File: config.mk
export PLATFORM = sky130hd
export DESIGN_NAME = linear_congruence_solver
export DESIGN_NICKNAME = d
export VERILOG_FILES = /design/src/sv/lcs_pkg.sv /design/src/sv/lcs_divider.sv /design/src/sv/lcs_modmul.sv /design/src/sv/linear_congruence_solver.sv
export SDC_FILE = /design/constraint.sdc
export NUM_CORES = 2
export LEC_CHECK = 0
export BUFFER_PORTS_ARGS = -buffer_cell sky130_fd_sc_hd__buf_2
export CORE_MARGIN = 1.5
export CORE_UTILIZATION = 35
export DETAILED_ROUTE_END_ITERATION = 10
export PLACE_DENSITY = 0.6
export SETUP_SLACK_MARGIN = 0.02
export SLEW_MARGIN = 20
export SYNTH_ARGS = -nofsm -noshare
export SYNTH_HDL_FRONTEND = slang
export SYNTH_HIERARCHICAL = 1
export SYNTH_SLANG_ARGS = --single-unit
File: constraint.sdc
create_clock -name clock -period 9.8 [get_ports clock]
set_clock_uncertainty 0.2 [all_clocks]
set_input_delay 0.98 -clock clock [delete_from_list [all_inputs] [get_ports clock]]
set_output_delay 0.98 -clock clock [all_outputs]
set_load 0.005 [all_outputs]
File: src/sv/lcs_pkg.sv
package lcs_pkg;

   // Width of every input field; the solution and divisor result fields are one bit narrower.
   localparam int LCS_WIDTH = 32;

   typedef enum logic [1:0] {
      ST_OK      = 2'd0,
      ST_BAD_MOD = 2'd1,
      ST_NO_SOL  = 2'd2
   } lcs_status_type;

   typedef struct packed {
      logic signed [LCS_WIDTH-1:0] coefficient;
      logic signed [LCS_WIDTH-1:0] right_side;
      logic signed [LCS_WIDTH-1:0] modulus;
   } lcs_req_type;

   typedef struct packed {
      logic [LCS_WIDTH-2:0] solution;
      logic [LCS_WIDTH-2:0] divisor;
      lcs_status_type       status;
   } lcs_rsp_type;

endpackage

File: src/sv/lcs_divider.sv
module lcs_divider #(
   parameter int WIDTH = 32
) (
   input  logic             clock,
   input  logic             reset,
   input  logic             start,
   input  logic [WIDTH-1:0] dividend,
   input  logic [WIDTH-2:0] divisor,
   output logic             done,
   output logic [WIDTH-1:0] quotient,
   output logic [WIDTH-2:0] remainder
);

   localparam int N  = WIDTH - 1;
   localparam int CW = $clog2(WIDTH);
   localparam logic [CW-1:0] LAST = CW'(WIDTH - 1);

   logic             busy_ff, busy_in;
   logic             done_ff, done_in;
   logic [CW-1:0]    cnt_ff, cnt_in;
   logic [WIDTH-1:0] quo_ff, quo_in;
   logic [N-1:0]     rem_ff, rem_in;
   logic [N-1:0]     dvs_ff, dvs_in;
   logic [WIDTH-1:0] trial;
   logic [WIDTH-1:0] diff;
   logic             fits;

   // One restoring step per cycle: the dividend shifts out at the top while
   // the quotient bits shift in at the bottom of the same register.
   assign trial = {rem_ff, quo_ff[WIDTH-1]};
   assign diff  = trial - {1'b0, dvs_ff};
   assign fits  = trial >= {1'b0, dvs_ff};

   always_comb begin
      busy_in = busy_ff;
      done_in = 1'b0;
      cnt_in  = cnt_ff;
      quo_in  = quo_ff;
      rem_in  = rem_ff;
      dvs_in  = dvs_ff;
      if (start) begin
         busy_in = 1'b1;
         cnt_in  = LAST;
         quo_in  = dividend;
         rem_in  = '0;
         dvs_in  = divisor;
      end else if (busy_ff) begin
         rem_in = fits ? diff[N-1:0] : trial[N-1:0];
         quo_in = {quo_ff[WIDTH-2:0], fits};
         cnt_in = cnt_ff - 1'b1;
         if (cnt_ff == '0) begin
            busy_in = 1'b0;
            done_in = 1'b1;
         end
      end
   end

   always_ff @(posedge clock) begin
      if (reset) begin
         busy_ff <= 1'b0;
         done_ff <= 1'b0;
      end else begin
         busy_ff <= busy_in;
         done_ff <= done_in;
      end
   end

   always_ff @(posedge clock) begin
      cnt_ff <= cnt_in;
      quo_ff <= quo_in;
      rem_ff <= rem_in;
      dvs_ff <= dvs_in;
   end

   assign done      = done_ff;
   assign quotient  = quo_ff;
   assign remainder = rem_ff;

endmodule

File: src/sv/lcs_modmul.sv
module lcs_modmul #(
   parameter int WIDTH = 32
) (
   input  logic             clock,
   input  logic             reset,
   input  logic             start,
   input  logic [WIDTH-2:0] x,
   input  logic [WIDTH-2:0] y,
   input  logic [WIDTH-2:0] m,
   output logic             done,
   output logic [WIDTH-2:0] product
);

   localparam int N  = WIDTH - 1;
   localparam int CW = $clog2(N);
   localparam logic [CW-1:0] LAST = CW'(N - 1);

   logic          busy_ff, busy_in;
   logic          done_ff, done_in;
   logic          add_ff, add_in;
   logic [CW-1:0] cnt_ff, cnt_in;
   logic [N-1:0]  acc_ff, acc_in;
   logic [N-1:0]  x_ff, x_in;
   logic [N-1:0]  y_ff, y_in;
   logic [N-1:0]  m_ff, m_in;
   logic [N-1:0]  operand;
   logic [N:0]    sum;
   logic [N:0]    diff;
   logic [N-1:0]  reduced;

   // A single adder with a modular correction serves both the doubling
   // phase and the conditional add phase of each multiplier bit.
   assign operand = add_ff ? x_ff : acc_ff;
   assign sum     = {1'b0, acc_ff} + {1'b0, operand};
   assign diff    = sum - {1'b0, m_ff};
   assign reduced = (sum >= {1'b0, m_ff}) ? diff[N-1:0] : sum[N-1:0];

   always_comb begin
      busy_in = busy_ff;
      done_in = 1'b0;
      add_in  = add_ff;
      cnt_in  = cnt_ff;
      acc_in  = acc_ff;
      x_in    = x_ff;
      y_in    = y_ff;
      m_in    = m_ff;
      if (start) begin
         busy_in = 1'b1;
         add_in  = 1'b0;
         cnt_in  = LAST;
         acc_in  = '0;
         x_in    = x;
         y_in    = y;
         m_in    = m;
      end else if (busy_ff) begin
         if (!add_ff) begin
            acc_in = reduced;
            add_in = 1'b1;
         end else begin
            if (y_ff[N-1]) begin
               acc_in = reduced;
            end
            y_in   = {y_ff[N-2:0], 1'b0};
            add_in = 1'b0;
            cnt_in = cnt_ff - 1'b1;
            if (cnt_ff == '0) begin
               busy_in = 1'b0;
               done_in = 1'b1;
            end
         end
      end
   end

   always_ff @(posedge clock) begin
      if (reset) begin
         busy_ff <= 1'b0;
         done_ff <= 1'b0;
      end else begin
         busy_ff <= busy_in;
         done_ff <= done_in;
      end
   end

   always_ff @(posedge clock) begin
      add_ff <= add_in;
      cnt_ff <= cnt_in;
      acc_ff <= acc_in;
      x_ff   <= x_in;
      y_ff   <= y_in;
      m_ff   <= m_in;
   end

   assign done    = done_ff;
   assign product = acc_ff;

endmodule

File: src/sv/linear_congruence_solver.sv
// Steps: a bad modulus goes straight to its result; otherwise the coefficient and the
// right side are reduced mod d, each Euclid step takes one division and one modular
// product, and a division checks that the gcd divides b before the final product.
// Flow: one item at a time; req_stall is high while the serial divider and the serial
// modular multiplier work on the current item and until its result has moved out.
// Reset: synchronous, active high; the sequencer goes idle and no result is pending.
module linear_congruence_solver (
   input  logic                clock,
   input  logic                reset,
   input  logic                req_valid,
   output logic                req_stall,
   input  lcs_pkg::lcs_req_type req_item,
   output logic                rsp_valid,
   input  logic                rsp_stall,
   output lcs_pkg::lcs_rsp_type rsp_item
);

   import lcs_pkg::*;

   localparam int W = LCS_WIDTH;
   localparam int N = W - 1;

   // Sequencer states. Every state that waits on a unit holds until that
   // unit pulses done; the shared units are started on the transition.
   typedef enum logic [8:0] {
      S_IDLE   = 9'b000000001,
      S_RED_A  = 9'b000000010,
      S_RED_B  = 9'b000000100,
      S_EU_DIV = 9'b000001000,
      S_EU_MUL = 9'b000010000,
      S_CHK    = 9'b000100000,
      S_FIN    = 9'b001000000,
      S_DONE   = 9'b010000000,
      S_SPARE  = 9'b100000000
   } state_type;

   state_type   state_ff, state_in;
   logic [W-1:0] b_ff, b_in;
   logic        a_neg_ff, a_neg_in;
   logic [N-1:0] d_ff, d_in;
   logic [N-1:0] rb_ff, rb_in;
   logic [N-1:0] u_ff, u_in;
   logic [N-1:0] w_ff, w_in;
   logic [N-1:0] r_ff, r_in;
   logic [N-1:0] c1_ff, c1_in;
   logic [N-1:0] c2_ff, c2_in;
   lcs_rsp_type res_ff, res_in;
   lcs_rsp_type rsp_item_ff, rsp_item_in;
   logic        rsp_valid_ff, rsp_valid_in;

   logic         div_start;
   logic [W-1:0] div_dividend;
   logic [N-1:0] div_divisor;
   logic         div_done;
   logic [W-1:0] div_quo;
   logic [N-1:0] div_rem;

   logic         mul_start;
   logic [N-1:0] mul_x;
   logic [N-1:0] mul_y;
   logic         mul_done;
   logic [N-1:0] mul_prod;

   logic [N-1:0] q_mod;
   logic [N-1:0] c_next;

   // Magnitude of a two's complement word; the most negative value maps to
   // the sign weight itself, which still fits the unsigned width.
   function automatic logic [W-1:0] magnitude(input logic [W-1:0] v);
      magnitude = v[W-1] ? (~v + 1'b1) : v;
   endfunction

   // Turns the remainder of a magnitude into the non-negative residue of the
   // signed value: a negative operand with a nonzero remainder gives d - r.
   function automatic logic [N-1:0] residue(input logic neg, input logic [N-1:0] r,
                                            input logic [N-1:0] m);
      residue = (neg && (r != '0)) ? (m - r) : r;
   endfunction

   // In the Euclid loop the quotient never exceeds d, and equals d only when
   // the divisor is one; reducing it mod d is therefore a single compare.
   assign q_mod = (div_quo == {1'b0, d_ff}) ? '0 : div_quo[N-1:0];

   // New Bezout coefficient c1 - q*c2 mod d; the wraparound of the
   // subtraction is undone by adding d back when c1 is the smaller one.
   assign c_next = (c1_ff - mul_prod) + ((c1_ff < mul_prod) ? d_ff : '0);

   always_comb begin
      state_in     = state_ff;
      b_in         = b_ff;
      a_neg_in     = a_neg_ff;
      d_in         = d_ff;
      rb_in        = rb_ff;
      u_in         = u_ff;
      w_in         = w_ff;
      r_in         = r_ff;
      c1_in        = c1_ff;
      c2_in        = c2_ff;
      res_in       = res_ff;
      div_start    = 1'b0;
      div_dividend = {1'b0, u_ff};
      div_divisor  = w_ff;
      mul_start    = 1'b0;
      mul_x        = c1_ff;
      mul_y        = c2_ff;

      case (state_ff)
         S_IDLE: begin
            if (req_valid) begin
               b_in     = req_item.right_side;
               a_neg_in = req_item.coefficient[W-1];
               d_in     = req_item.modulus[N-1:0];
               if (req_item.modulus[W-1] || (req_item.modulus == '0)) begin
                  res_in.solution = '0;
                  res_in.divisor  = '0;
                  res_in.status   = ST_BAD_MOD;
                  state_in        = S_DONE;
               end else begin
                  div_start    = 1'b1;
                  div_dividend = magnitude(req_item.coefficient);
                  div_divisor  = req_item.modulus[N-1:0];
                  state_in     = S_RED_A;
               end
            end
         end

         S_RED_A: begin
            if (div_done) begin
               // Euclid starts on (residue of a, d) with coefficients (1 mod d, 0).
               u_in         = residue(a_neg_ff, div_rem, d_ff);
               w_in         = d_ff;
               c1_in        = (d_ff == N'(1)) ? '0 : N'(1);
               c2_in        = '0;
               div_start    = 1'b1;
               div_dividend = magnitude(b_ff);
               div_divisor  = d_ff;
               state_in     = S_RED_B;
            end
         end

         S_RED_B: begin
            if (div_done) begin
               rb_in        = residue(b_ff[W-1], div_rem, d_ff);
               div_start    = 1'b1;
               div_dividend = {1'b0, u_ff};
               div_divisor  = w_ff;
               state_in     = S_EU_DIV;
            end
         end

         S_EU_DIV: begin
            if (div_done) begin
               r_in      = div_rem;
               mul_start = 1'b1;
               mul_x     = q_mod;
               mul_y     = c2_ff;
               state_in  = S_EU_MUL;
            end
         end

         S_EU_MUL: begin
            if (mul_done) begin
               u_in      = w_ff;
               w_in      = r_ff;
               c1_in     = c2_ff;
               c2_in     = c_next;
               div_start = 1'b1;
               if (r_ff == '0) begin
                  // The gcd is now w; test whether it divides the residue of b.
                  div_dividend = {1'b0, rb_ff};
                  div_divisor  = w_ff;
                  state_in     = S_CHK;
               end else begin
                  div_dividend = {1'b0, w_ff};
                  div_divisor  = r_ff;
                  state_in     = S_EU_DIV;
               end
            end
         end

         S_CHK: begin
            if (div_done) begin
               if (div_rem != '0) begin
                  res_in.solution = '0;
                  res_in.divisor  = u_ff;
                  res_in.status   = ST_NO_SOL;
                  state_in        = S_DONE;
               end else begin
                  // The quotient is at most the residue of b, so it is below d.
                  mul_start = 1'b1;
                  mul_x     = c1_ff;
                  mul_y     = div_quo[N-1:0];
                  state_in  = S_FIN;
               end
            end
         end

         S_FIN: begin
            if (mul_done) begin
               res_in.solution = mul_prod;
               res_in.divisor  = u_ff;
               res_in.status   = ST_OK;
               state_in        = S_DONE;
            end
         end

         S_DONE: begin
            if (!rsp_valid_ff || !rsp_stall) begin
               state_in = S_IDLE;
            end
         end

         default: begin
            state_in = S_IDLE;
         end
      endcase
   end

   // The output register frees the sequencer: a finished item moves out of
   // the working state as soon as the previous item has been taken.
   always_comb begin
      rsp_valid_in = rsp_valid_ff && rsp_stall;
      rsp_item_in  = rsp_item_ff;
      if ((state_ff == S_DONE) && (!rsp_valid_ff || !rsp_stall)) begin
         rsp_valid_in = 1'b1;
         rsp_item_in  = res_ff;
      end
   end

   always_ff @(posedge clock) begin
      if (reset) begin
         state_ff     <= S_IDLE;
         rsp_valid_ff <= 1'b0;
      end else begin
         state_ff     <= state_in;
         rsp_valid_ff <= rsp_valid_in;
      end
   end

   always_ff @(posedge clock) begin
      b_ff        <= b_in;
      a_neg_ff    <= a_neg_in;
      d_ff        <= d_in;
      rb_ff       <= rb_in;
      u_ff        <= u_in;
      w_ff        <= w_in;
      r_ff        <= r_in;
      c1_ff       <= c1_in;
      c2_ff       <= c2_in;
      res_ff      <= res_in;
      rsp_item_ff <= rsp_item_in;
   end

   lcs_divider #(
      .WIDTH (W)
   ) u_divider (
      .clock     (clock),
      .reset     (reset),
      .start     (div_start),
      .dividend  (div_dividend),
      .divisor   (div_divisor),
      .done      (div_done),
      .quotient  (div_quo),
      .remainder (div_rem)
   );

   lcs_modmul #(
      .WIDTH (W)
   ) u_modmul (
      .clock   (clock),
      .reset   (reset),
      .start   (mul_start),
      .x       (mul_x),
      .y       (mul_y),
      .m       (d_ff),
      .done    (mul_done),
      .product (mul_prod)
   );

   assign req_stall = (state_ff != S_IDLE);
   assign rsp_valid = rsp_valid_ff;
   assign rsp_item  = rsp_item_ff;

`ifndef ASSERT_OFF
   // Bezout coefficients stay reduced below the modulus throughout the loop.
   a_coef_reduced: assert property (@(posedge clock) disable iff (reset)
      (state_ff == S_EU_MUL) |-> ((c1_ff < d_ff) && (c2_ff < d_ff)))
      else $error("Bezout coefficient not reduced mod d");

   // A solved item carries a solution below the modulus and a nonzero gcd.
   a_solution_range: assert property (@(posedge clock) disable iff (reset)
      ((state_ff == S_DONE) && (res_ff.status == ST_OK)) |->
      ((res_ff.solution < d_ff) && (res_ff.divisor != '0)))
      else $error("solved item out of range");

   // An unsolvable item still reports a real gcd.
   a_nosol_gcd: assert property (@(posedge clock) disable iff (reset)
      ((state_ff == S_DONE) && (res_ff.status == ST_NO_SOL)) |-> (res_ff.divisor != '0))
      else $error("no-solution item with zero gcd");

   // An accepted item always starts work on the next cycle.
   a_accept_starts: assert property (@(posedge clock) disable iff (reset)
      (req_valid && !req_stall) |=> (state_ff != S_IDLE))
      else $error("accepted item did not start");
`endif

endmodule
==> flow_summary.yaml <==
run_status:
  status: "finished, final reports clean"
finish:
  final_common_cell: "edfxtp_1"
  drive_above_1_share: 0.154
  layout_common_cells: "534 x edfxtp_1, 336 x nand2_1, 267 x inv_1"
  fin_cells: 5215
  fin_util: 0.398
  area_growth_pct: 12.8
  layout.nets: 4075
detailed_routing:
  routed_wl_um: 120000
  first_iter_violations: 2876
  ant_nets: 0
  first_pass_iters: 7
  drc: 0
  vias: 28909
  viasPerCell: 5.54
  wl_per_cell_um: 23.0
clock_tree:
  cts.clk_slew.worst_paths_ns: 0.06
  numCtsBuffers: 75
  cts_resized: 0
  cts_setup_buffers: 0
  cts_max_level: 3
  cts.sinks: 620
  clock_latency_ns: 0.64
  cts_tree: "built"
  clockRootBuffer: "clkbuf_16"
  cts_hold_buffers: 0
  clockBufferDepth: 3
setup_path:
  path_common_cell: "a21oi_1"
  critPathArrivalTime_ns: 6.95
  start_kind: "flop"
  r2r_start: "u_modmul/add_ff"
  crit_path_max_incr_delay_ns: 0.66
  r2r_cells: 22
  crit_path_end_kind: "flop"
  slowest_stage: "dfxtp_1"
  cp_num_buf_inv: 1
  cp_data_required_time_ns: 10.08
  worst-path-max-fanout: 26
  r2r-end: "u_modmul/product[21]"
  critPathKind: "reg -> reg"
  cp_cell_sequence: "mux2_2 -> ha_1 -> fa_1 -> a211oi_1 -> nor3_1 -> o311ai_1 -> nand3_1 -> a21oi_1 -> o21ai_0 -> a21oi_1 -> xnor2_1 -> ha_1 -> nand2_1 -> and2_1 -> o21ai_0 -> and4_1 -> o211a_1 -> a2111o_1 -> buf_4 -> a21oi_1 -> a21boi_1 -> nor3_1"
  reg2reg_slack_ns: 3.13
  critPathTopFamily: "compound AO/OA/AOI/OAI gates"
floorplanning:
  initial_core_util: 0.353
  core_um2: 107000
  num_io_pins: 166
  die_y_um: 332
  die_x_um: 332
  die_area_um2: 110000
  fp-row-count: 120
timing:
  tightest_slew_ns: 1.10
  final.period_utilization: 0.681
  rsz0062_at_grt: "false"
  hold_viol: 0
  max-slew-margin-rel: 0.269
  slew_violations: 0
  setup_viol: 0
  fmax_mhz: 150
  fin_crit_ns: 6.67
  hold-worst-slack_ns: 0.206
  finalSetupTns_ns: 0
placed_design:
  portBuffers: 165
  dpl.cell_count: 5079
  routabilityCongestion: 0.928
  hpwlAfterDp_um: 90900
worst_hold_path:
  hold_end: "rsp_item[26]"
  worst_hold_path_type: "reg -> reg"
  hold-path-cell-count: 0
  min-delay-start: "res_ff[26]"
synthesis:
  ys_async_sr_fraction: 0
  synth_top_cell_by_area: "edfxtp_1"
  synth_edf_count: 534
  ys_types: 92
  yosys_register_bits: 620
  synth.area.top_cells: "edfxtp_1 42%, ha_1 6.2%, mux2_2 5.5%"
  ys.flop_type: "edfxtp_1"
  syn-mean-instance-area_um2: 10.5
  syn_inst: 3613
  syn_area_um2: 37900
  synth_warnings: 6
  syn_nets: 3935
  synth_top_area_frac: 0.424
  seq_area_frac_synth: 0.469
global_routing:
  grt_antenna_before_repair: 7
  use_met1: 0.293
  track_usage: 0.212
  gr-total-overflow: 0
  grt_pass1_vias: 27978
  gr-usage-met2: 0.333
  grtUsageMet3: 0.0328
  grt_first_pass_wirelength_um: 178000
  grt_max_degree: 81
  top_usage_layer: "met2"
pwr:
  power_mw: 9.20
  ir_drop_uv: 238
  power.density_nw_per_um2: 215
  leakagePower_nw: 16.1
job:
  maxCapViolations: 0
## cell type report
class	instances	area (um2)
fillers	10496	64500
multi-input cells	2564	18500
flip-flops and latches	620	17800
clock buffers	90	1980
well taps	1403	1760
repair buffers	224	1270
inverters	268	1010
clock inverters	43	442
diodes	3	7.51
## worst max-delay path by stage
stage | start | to | slack [ns] | depth (start not counted)
CTS | u_modmul/add_ff | u_modmul/product[21] | 3.22 | 22
global placement | u_modmul/add_ff | u_modmul/product[21] | 3.32 | 22
finish | u_modmul/add_ff | u_modmul/product[21] | 3.13 | 22
global route | u_modmul/add_ff | u_modmul/product[21] | 2.73 | 22
detailed placement | u_modmul/add_ff | u_modmul/product[21] | 3.27 | 20
floorplan | req_item[8] | res_ff[0] | 2.57 | 6
## synth_stat cells (34+ instances only)
master    number
a211oi_1      47
a21o_1        85
a21oi_1      207
a31oi_1       44
and2_1        80
clkbuf_1     122
dfxtp_1       86
edfxtp_1     534
fa_1          34
ha_1         188
inv_1        268
mux2_2       185
mux2i_1       66
nand2_1      338
nand2b_1      39
nand3_1       53
nand4_1       34
nor2_1       247
nor3_1        41
nor4_1        44
o21ai_0      190
xnor2_1      127
xor2_1        94
## power breakdown
part / internal (mW) / leakage [nW] / switching [mW]
combinational: 1.10 / 9.54 / 1.66
sequential: 3.27 / 5.45 / 0.368
clock: 1.65 / 1.15 / 1.15
## metal layers
metal,vias up,routed length (um)
met3,213,8240
met2,1054,53300
met1,14057,53300
met4,6,5150
met5,-,41
li1,13579,-
## kinds of logic after synthesis
family / synth area share
flip-flops: 0.469
multiplexers: 0.0725
XOR/XNOR: 0.0511
AO/OA/AOI/OAI: 0.156
AND/OR/NAND/NOR: 0.126
buffers and inverters: 0.0453
adder cells (fa/ha/maj): 0.0801
## per-stage QoR
step,instance area [um2],worst slack (ns)
2_1_floorplan,37900,2.57
3_3_place_gp,40300,3.32
3_5_place_dp,40300,3.27
4_1_cts,42700,3.22
5_1_grt,42700,2.73
6_report,42700,3.13
## flip-flops by register name, indices dropped and copies added (netlist names), 5 cells and up
signal               cells
c2_ff                   31
u_divider/quotient      32
rsp_item                64
u_modmul/y_ff           31
rb_ff                   31
res_ff                  64
u_ff                    31
c1_ff                   31
d_ff                    31
u_divider/dvs_ff        31
u_modmul/product        31
u_modmul/x_ff           31
w_ff                    31
b_ff                    32
u_modmul/m_ff           31
r_ff                    31
u_divider/cnt_ff         5
state_ff                 8
u_divider/remainder     31
u_modmul/cnt_ff          5
No activity file was read; power rests on OpenSTA's default activity.
